## config.mk

```make
export PLATFORM = sky130hd
export DESIGN_NAME = drive_mode_selector_with_estop_core
export DESIGN_NICKNAME = d
export VERILOG_FILES = /design/src/rtl/core/dms_pkg.sv /design/src/rtl/core/drive_mode_selector_with_estop_core.sv /design/src/rtl/core/dms_step.sv
export SDC_FILE = /design/constraint.sdc
export NUM_CORES = 1
export LEC_CHECK = 0
export BUFFER_PORTS_ARGS = -buffer_cell sky130_fd_sc_hd__buf_2
export CORE_ASPECT_RATIO = 1.1
export CORE_MARGIN = 3
export CORE_UTILIZATION = 63
export DETAILED_ROUTE_END_ITERATION = 8
export PLACE_DENSITY_LB_ADDON = 0.05
export SYNTH_ARGS = -nofsm -noshare
export SYNTH_HDL_FRONTEND = slang
export SYNTH_SLANG_ARGS = --single-unit
```

## constraint.sdc

```tcl
create_clock -name aclk -period 5.64 [get_ports aclk]
set_input_delay 0.846 -clock aclk [delete_from_list [all_inputs] [get_ports aclk]]
set_output_delay 0.846 -clock aclk [all_outputs]
set_load 0.05 [all_outputs]
```

## src/rtl/core/dms_pkg.sv

```systemverilog
// Shared types, codes and constants for the drive mode selector.
package dms_pkg;

    localparam int COUNT_BITS_DEF = 8;
    localparam int CFG_WIDTH      = 8;
    localparam int CFG_ADDR_WIDTH = 1;

    localparam logic [1:0] MODE_MANUAL = 2'd0;
    localparam logic [1:0] MODE_AUTO   = 2'd1;
    localparam logic [1:0] MODE_ESTOP  = 2'd2;

    localparam logic [1:0] CMD_TICK  = 2'd0;
    localparam logic [1:0] CMD_HOST  = 2'd1;
    localparam logic [1:0] CMD_FORCE = 2'd2;

    localparam logic [CFG_ADDR_WIDTH-1:0] REG_LONG_PRESS = 1'd0;
    localparam logic [CFG_ADDR_WIDTH-1:0] REG_DEBOUNCE   = 1'd1;

    localparam logic [CFG_WIDTH-1:0] LONG_PRESS_RESET = 8'd30;
    localparam logic [CFG_WIDTH-1:0] DEBOUNCE_RESET   = 8'd5;

    typedef struct packed {
        logic [1:0] command;
        logic       mode_button;
        logic       start_button;
        logic       request_valid;
        logic [1:0] requested_mode;
    } in_t;

    typedef struct packed {
        logic       changed;
        logic [1:0] current_mode;
    } out_t;

endpackage

```

## src/rtl/core/drive_mode_selector_with_estop_core.sv

```systemverilog
// Top level of the drive mode selector with emergency stop.
//
//  channel | ports          | payload      | accepted when
//  --------+----------------+--------------+----------------------
//  input   | s_valid/s_ready| dms_pkg::in_t| s_valid && s_ready
//  result  | m_valid/m_ready| dms_pkg::out_t| m_valid && m_ready
//  config  | cfg_wr_en      | cfg_addr/data| cfg_wr_en high
//
// One item per cycle sustained while the result is taken; an accepted input item
// passes through the input register, then the result register.
// An input register feeds the step logic, which updates the mode state and
// loads the result register in the same cycle.
// Reset (synchronous, active low) empties both registers, selects estop and
// restores the register defaults.
// A stalled result holds the step stage; the input register takes at most one
// more item, then s_ready drops until the result is taken.
module drive_mode_selector_with_estop_core #(
    parameter int COUNT_BITS = dms_pkg::COUNT_BITS_DEF
) (
    input  logic                               aclk,
    input  logic                               aresetn,
    input  logic                               s_valid,
    output logic                               s_ready,
    input  dms_pkg::in_t                       s_data,
    output logic                               m_valid,
    input  logic                               m_ready,
    output dms_pkg::out_t                      m_data,
    input  logic                               cfg_wr_en,
    input  logic [dms_pkg::CFG_ADDR_WIDTH-1:0] cfg_addr,
    input  logic [dms_pkg::CFG_WIDTH-1:0]      cfg_wr_data
);

    logic [dms_pkg::CFG_WIDTH-1:0] long_press_reg;
    logic [dms_pkg::CFG_WIDTH-1:0] debounce_reg;

    logic                  in_valid_reg;
    dms_pkg::in_t          in_data_reg;
    logic                  out_valid_reg;
    dms_pkg::out_t         out_data_reg;

    logic [1:0]            mode_reg;
    logic [COUNT_BITS-1:0] hold_reg;
    logic [COUNT_BITS-1:0] quiet_reg;
    logic                  last_mb_reg;
    logic                  last_sb_reg;

    logic [1:0]            mode_next;
    logic [COUNT_BITS-1:0] hold_next;
    logic [COUNT_BITS-1:0] quiet_next;
    logic                  last_mb_next;
    logic                  last_sb_next;
    dms_pkg::out_t         result;

    logic                  advance;

    assign advance = in_valid_reg && (!out_valid_reg || m_ready);
    assign s_ready = !in_valid_reg || advance;
    assign m_valid = out_valid_reg;
    assign m_data  = out_data_reg;

    dms_step #(
        .COUNT_BITS(COUNT_BITS)
    ) u_step (
        .item                  (in_data_reg),
        .long_press_ticks      (long_press_reg),
        .debounce_ticks        (debounce_reg),
        .mode                  (mode_reg),
        .hold_count            (hold_reg),
        .quiet_count           (quiet_reg),
        .last_mode_button      (last_mb_reg),
        .last_start_button     (last_sb_reg),
        .mode_next             (mode_next),
        .hold_count_next       (hold_next),
        .quiet_count_next      (quiet_next),
        .last_mode_button_next (last_mb_next),
        .last_start_button_next(last_sb_next),
        .result                (result)
    );

    always_ff @(posedge aclk) begin
        if (!aresetn) begin
            long_press_reg <= dms_pkg::LONG_PRESS_RESET;
            debounce_reg   <= dms_pkg::DEBOUNCE_RESET;
        end else if (cfg_wr_en) begin
            case (cfg_addr)
                dms_pkg::REG_LONG_PRESS: long_press_reg <= cfg_wr_data;
                dms_pkg::REG_DEBOUNCE:   debounce_reg   <= cfg_wr_data;
                default: begin
                end
            endcase
        end
    end

    always_ff @(posedge aclk) begin
        if (!aresetn) begin
            in_valid_reg  <= 1'b0;
            out_valid_reg <= 1'b0;
            mode_reg      <= dms_pkg::MODE_ESTOP;
            hold_reg      <= '0;
            quiet_reg     <= '0;
            last_mb_reg   <= 1'b0;
            last_sb_reg   <= 1'b0;
        end else begin
            if (s_valid && s_ready) begin
                in_valid_reg <= 1'b1;
            end else if (advance) begin
                in_valid_reg <= 1'b0;
            end
            if (advance) begin
                out_valid_reg <= 1'b1;
                mode_reg      <= mode_next;
                hold_reg      <= hold_next;
                quiet_reg     <= quiet_next;
                last_mb_reg   <= last_mb_next;
                last_sb_reg   <= last_sb_next;
            end else if (m_ready) begin
                out_valid_reg <= 1'b0;
            end
        end
    end

    always_ff @(posedge aclk) begin
        if (s_valid && s_ready) begin
            in_data_reg <= s_data;
        end
        if (advance) begin
            out_data_reg <= result;
        end
    end

endmodule

```

## src/rtl/core/dms_step.sv

```systemverilog
// Next-state and result logic for one item of the drive mode selector.
module dms_step #(
    parameter int COUNT_BITS = dms_pkg::COUNT_BITS_DEF
) (
    input  dms_pkg::in_t                  item,
    input  logic [dms_pkg::CFG_WIDTH-1:0] long_press_ticks,
    input  logic [dms_pkg::CFG_WIDTH-1:0] debounce_ticks,
    input  logic [1:0]                    mode,
    input  logic [COUNT_BITS-1:0]         hold_count,
    input  logic [COUNT_BITS-1:0]         quiet_count,
    input  logic                          last_mode_button,
    input  logic                          last_start_button,
    output logic [1:0]                    mode_next,
    output logic [COUNT_BITS-1:0]         hold_count_next,
    output logic [COUNT_BITS-1:0]         quiet_count_next,
    output logic                          last_mode_button_next,
    output logic                          last_start_button_next,
    output dms_pkg::out_t                 result
);

    localparam int CW = (COUNT_BITS > dms_pkg::CFG_WIDTH) ? COUNT_BITS : dms_pkg::CFG_WIDTH;
    localparam logic [COUNT_BITS-1:0] COUNT_MAX = {COUNT_BITS{1'b1}};

    logic [COUNT_BITS-1:0] hold_inc;
    logic [COUNT_BITS-1:0] quiet_load;
    logic [CW-1:0]         deb_wide;
    logic                  long_hit;
    logic                  changed;
    logic                  mb;
    logic                  sb;

    assign mb       = item.mode_button;
    assign sb       = item.start_button;
    assign hold_inc = (hold_count < COUNT_MAX) ? hold_count + COUNT_BITS'(1) : hold_count;
    assign long_hit = CW'(hold_inc) >= CW'(long_press_ticks);
    assign deb_wide = CW'(debounce_ticks);
    assign quiet_load = (deb_wide > CW'(COUNT_MAX)) ? COUNT_MAX : deb_wide[COUNT_BITS-1:0];

    always_comb begin
        mode_next              = mode;
        hold_count_next        = hold_count;
        quiet_count_next       = quiet_count;
        last_mode_button_next  = last_mode_button;
        last_start_button_next = last_start_button;
        changed                = 1'b0;
        case (item.command)
            dms_pkg::CMD_TICK: begin
                if (mode == dms_pkg::MODE_ESTOP && mb && long_hit) begin
                    mode_next              = dms_pkg::MODE_MANUAL;
                    hold_count_next        = '0;
                    last_mode_button_next  = 1'b0;
                    last_start_button_next = sb;
                    quiet_count_next       = quiet_load;
                    changed                = 1'b1;
                end else begin
                    hold_count_next = (mode == dms_pkg::MODE_ESTOP && mb) ? hold_inc : '0;
                    if (quiet_count != '0) begin
                        quiet_count_next = quiet_count - COUNT_BITS'(1);
                    end else begin
                        last_mode_button_next  = mb;
                        last_start_button_next = sb;
                        if (last_start_button && !sb && mode == dms_pkg::MODE_ESTOP) begin
                            mode_next        = dms_pkg::MODE_MANUAL;
                            quiet_count_next = quiet_load;
                            changed          = 1'b1;
                        end else if (last_mode_button && !mb && mode != dms_pkg::MODE_ESTOP) begin
                            mode_next = (mode == dms_pkg::MODE_MANUAL) ? dms_pkg::MODE_AUTO
                                                                       : dms_pkg::MODE_MANUAL;
                            quiet_count_next = quiet_load;
                            changed          = 1'b1;
                        end
                    end
                end
            end
            dms_pkg::CMD_HOST: begin
                if (item.request_valid && mode != dms_pkg::MODE_ESTOP &&
                    (item.requested_mode == dms_pkg::MODE_MANUAL ||
                     item.requested_mode == dms_pkg::MODE_AUTO) &&
                    item.requested_mode != mode) begin
                    mode_next = item.requested_mode;
                    changed   = 1'b1;
                end
            end
            dms_pkg::CMD_FORCE: begin
                changed   = (mode != dms_pkg::MODE_ESTOP);
                mode_next = dms_pkg::MODE_ESTOP;
            end
            default: begin
            end
        endcase
        result.changed      = changed;
        result.current_mode = mode_next;
    end

endmodule

```

==> key figures <==
Yosys
  • Seq/Total Area, Yosys: 42.3%
  • Top cell type's share of synthesized area: 30.3%
  • Syn Std Cell Area: 2510 µm²
  • Syn_nets: 317
  • Post-Syn Instances: 286
  • Synth unique cells: 54
  • Ys Warns: 0
  • Synth async-reset ratio: 0%
  • Primary FF master, synth: dfxtp_1
  • Seq cells post-synth: 48
  • Synthesized area per cell: 8.78 µm²
  • Area contributors post-synth: dfxtp_1, edfxtp_1, nand2_1
  • EDFF count, synth: 10
  • Synth area leader: dfxtp_1

Finish
  • Commonest non-fill, non-tap cell in the layout: nand2_1
  • Antenna Cells: 0
  • Post-Layout Inst Area: 2760 µm²
  • Layout Cells excl Fill: 356
  • Nets@finish: 336
  • Layout area overhead: 9.87%
  • Layout cells sized above 1: 16.0%
  • Most frequent cells in the layout: nand2_1, dfxtp_1, buf_2

Placed design
  • Placed Cells: 348
  • Placed cell area: 2630 µm²
  • Hpwl dp: 3830 µm
  • Number of I/O port buffers: 25
  • Gpl congestion: 0.865

Global route
  • GRT overflow: 0
  • Largest net degree at the start of global routing: 24
  • Number of global-route vias before repair: 1980
  • Tot GR Track Use: 24.1%
  • Initial antenna violation count: 0
  • Global-route wire length before repair: 9000 µm

Timing
  • Tmin final: 3.41 ns
  • Rel. slew slack: 46.1%
  • Period utilisation layout: 60.4%
  • Final Hold Fails: 0
  • Final Slew Violations: 0
  • Setup Skew: 0.0122 ns
  • RSZ-0062 raised after global routing: false
  • Worst-Margin Slew: 0.808 ns
  • Final setup fails: 0
  • Setup TNS Final: 0 ns
  • Fmax: 0.294 GHz

Routing
  • DRT iter0 DRCs: 232
  • First-pass iteration count of the detailed router: 4
  • Routed Antenna Nets: 0
  • Vias/cell: 5.99
  • Vias: 2133
  • WL per Instance: 14.7 µm
  • # DRC: 0
  • DRT Wirelength: 5240 µm

Hold path
  • Hold Crit Class: flip-flop to flip-flop

Worst setup path
  • Critical path class: flip-flop to flip-flop
  • Startpoint Class: flip-flop
  • Worst setup EP type: flip-flop
  • CP max stage delay: 0.45 ns
  • CP max stage cell: dfxtp_1
  • CP required: 5.69 ns
  • Worst Path Max Fanout: 9
  • Worst Path Arrival: 3.46 ns
  • Cell Chain, Critical Path: ha_1 > and3_1 > nand3_1 > nand3_1 > xnor2_1 > ha_1 > nand4_1 > nor4b_1 > o21ai_2 > and3_1 > a31o_2

CTS
  • Sink Count: 48
  • CTS clock-pin slew for the worst setup and hold paths: 0.09 ns
  • Num CTS Buffers: 5
  • Hold-fix buffers, CTS: 0
  • H-tree depth: 2
  • Post-CTS setup buffers: 0
  • PostCTS Resize Cnt: 0
  • CTS tree: done
  • CTS Buffer Depth: 2
  • Root buffer cell: clkbuf_8
  • Clock Latency Late Sink: 0.30 ns

Floorplanning
  • DIE WIDTH: 66.2 µm
  • Top-level port count: 26
  • Die H: 72.2 µm
  • Core area: 3740 µm²
  • Die ar.: 4780 µm²
  • Initial core utilization: 67.1%
  • Rows: 23

Pwr
  • Max IR drop VDD: 0.000189 V
  • P_leak: 1.13 nW
  • Pwr dens: 256 nW/µm²

Run status
  • Status: finished, final reports clean

Run
  • MaxCap Viol Count: 0
[per-layer routing]
layer / track usage, % / routed length [µm]
met3: 4.02 / 214
met4: 7.90 / 53
met1: 32.2 / 2430
met5: 0 / 0
met2: 39.5 / 2540
[synth_stat cells, types with 7 or more instances]
library cell	number
clkbuf_1	8
inv_1	14
nor2_1	20
edfxtp_1	10
dfxtp_1	38
a21oi_1	20
a31oi_1	9
ha_1	10
nand3_1	12
mux2i_1	7
nand2_1	44
[metrics by stage]
step                util, %  hold WS [ns]  setup slack [ns]  total power [mW]
floorplan                 -         0.431              2.60             0.417
global placement       70.2         0.441              2.48             0.435
detailed placement     70.2         0.446              2.38             0.436
CTS                    73.7         0.461              2.26             0.709
global route           73.7         0.487              1.96             0.734
finish                 73.7         0.458              2.23             0.707
[logic make-up after synthesis]
group / after synthesis / share of synthesized area [%]
AND/OR/NAND/NOR: 118 / 23.9
AO/OA/AOI/OAI: 71 / 19.2
flip-flops: 48 / 42.3
buffers and inverters: 27 / 4.98
adder cells (fa/ha/maj): 10 / 4.99
multiplexers: 8 / 3.24
XOR/XNOR: 4 / 1.40
[worst max-delay path: cells and delay by family (launching register included)]
family | cells | cell delay, ns
adder cells (fa/ha/maj) | 2 | 0.55
flip-flops | 1 | 0.45
AND/OR/NAND/NOR | 6 | 1.56
AO/OA/AOI/OAI | 2 | 0.47
XOR/XNOR | 1 | 0.10
[cell type report]
type                            count  area [µm²]
Multi-Input combinational cell    211        1320
Sequential cell                    48        1060
Fill cell                         305         983
Timing Repair Buffer               25         125
Clock buffer                        6        93.8
Tap cell                           50        62.6
Inverter                           14        52.6
Clock inverter                      2        38.8
[worst paths after layout]
path               startpoint          end  slack (ns)  cells after the start
setup reg to reg  hold_reg[0]    m_data[1]        2.23                     11
hold reg to reg   last_sb_reg  last_sb_reg        0.46                      2
setup / recovery  hold_reg[0]    m_data[1]        2.23                     11
hold / removal    last_sb_reg  last_sb_reg        0.46                      2
[power breakdown]
part | internal (mW) | leakage [nW] | switching (mW) | total, mW
logic | 0.0211 | 0.653 | 0.0362 | 0.0573
clock network | 0.161 | 0.0669 | 0.118 | 0.278
registers | 0.363 | 0.406 | 0.00853 | 0.371
total | 0.545 | 1.13 | 0.162 | 0.707
Note: power is estimated with default switching activity, not from simulation.
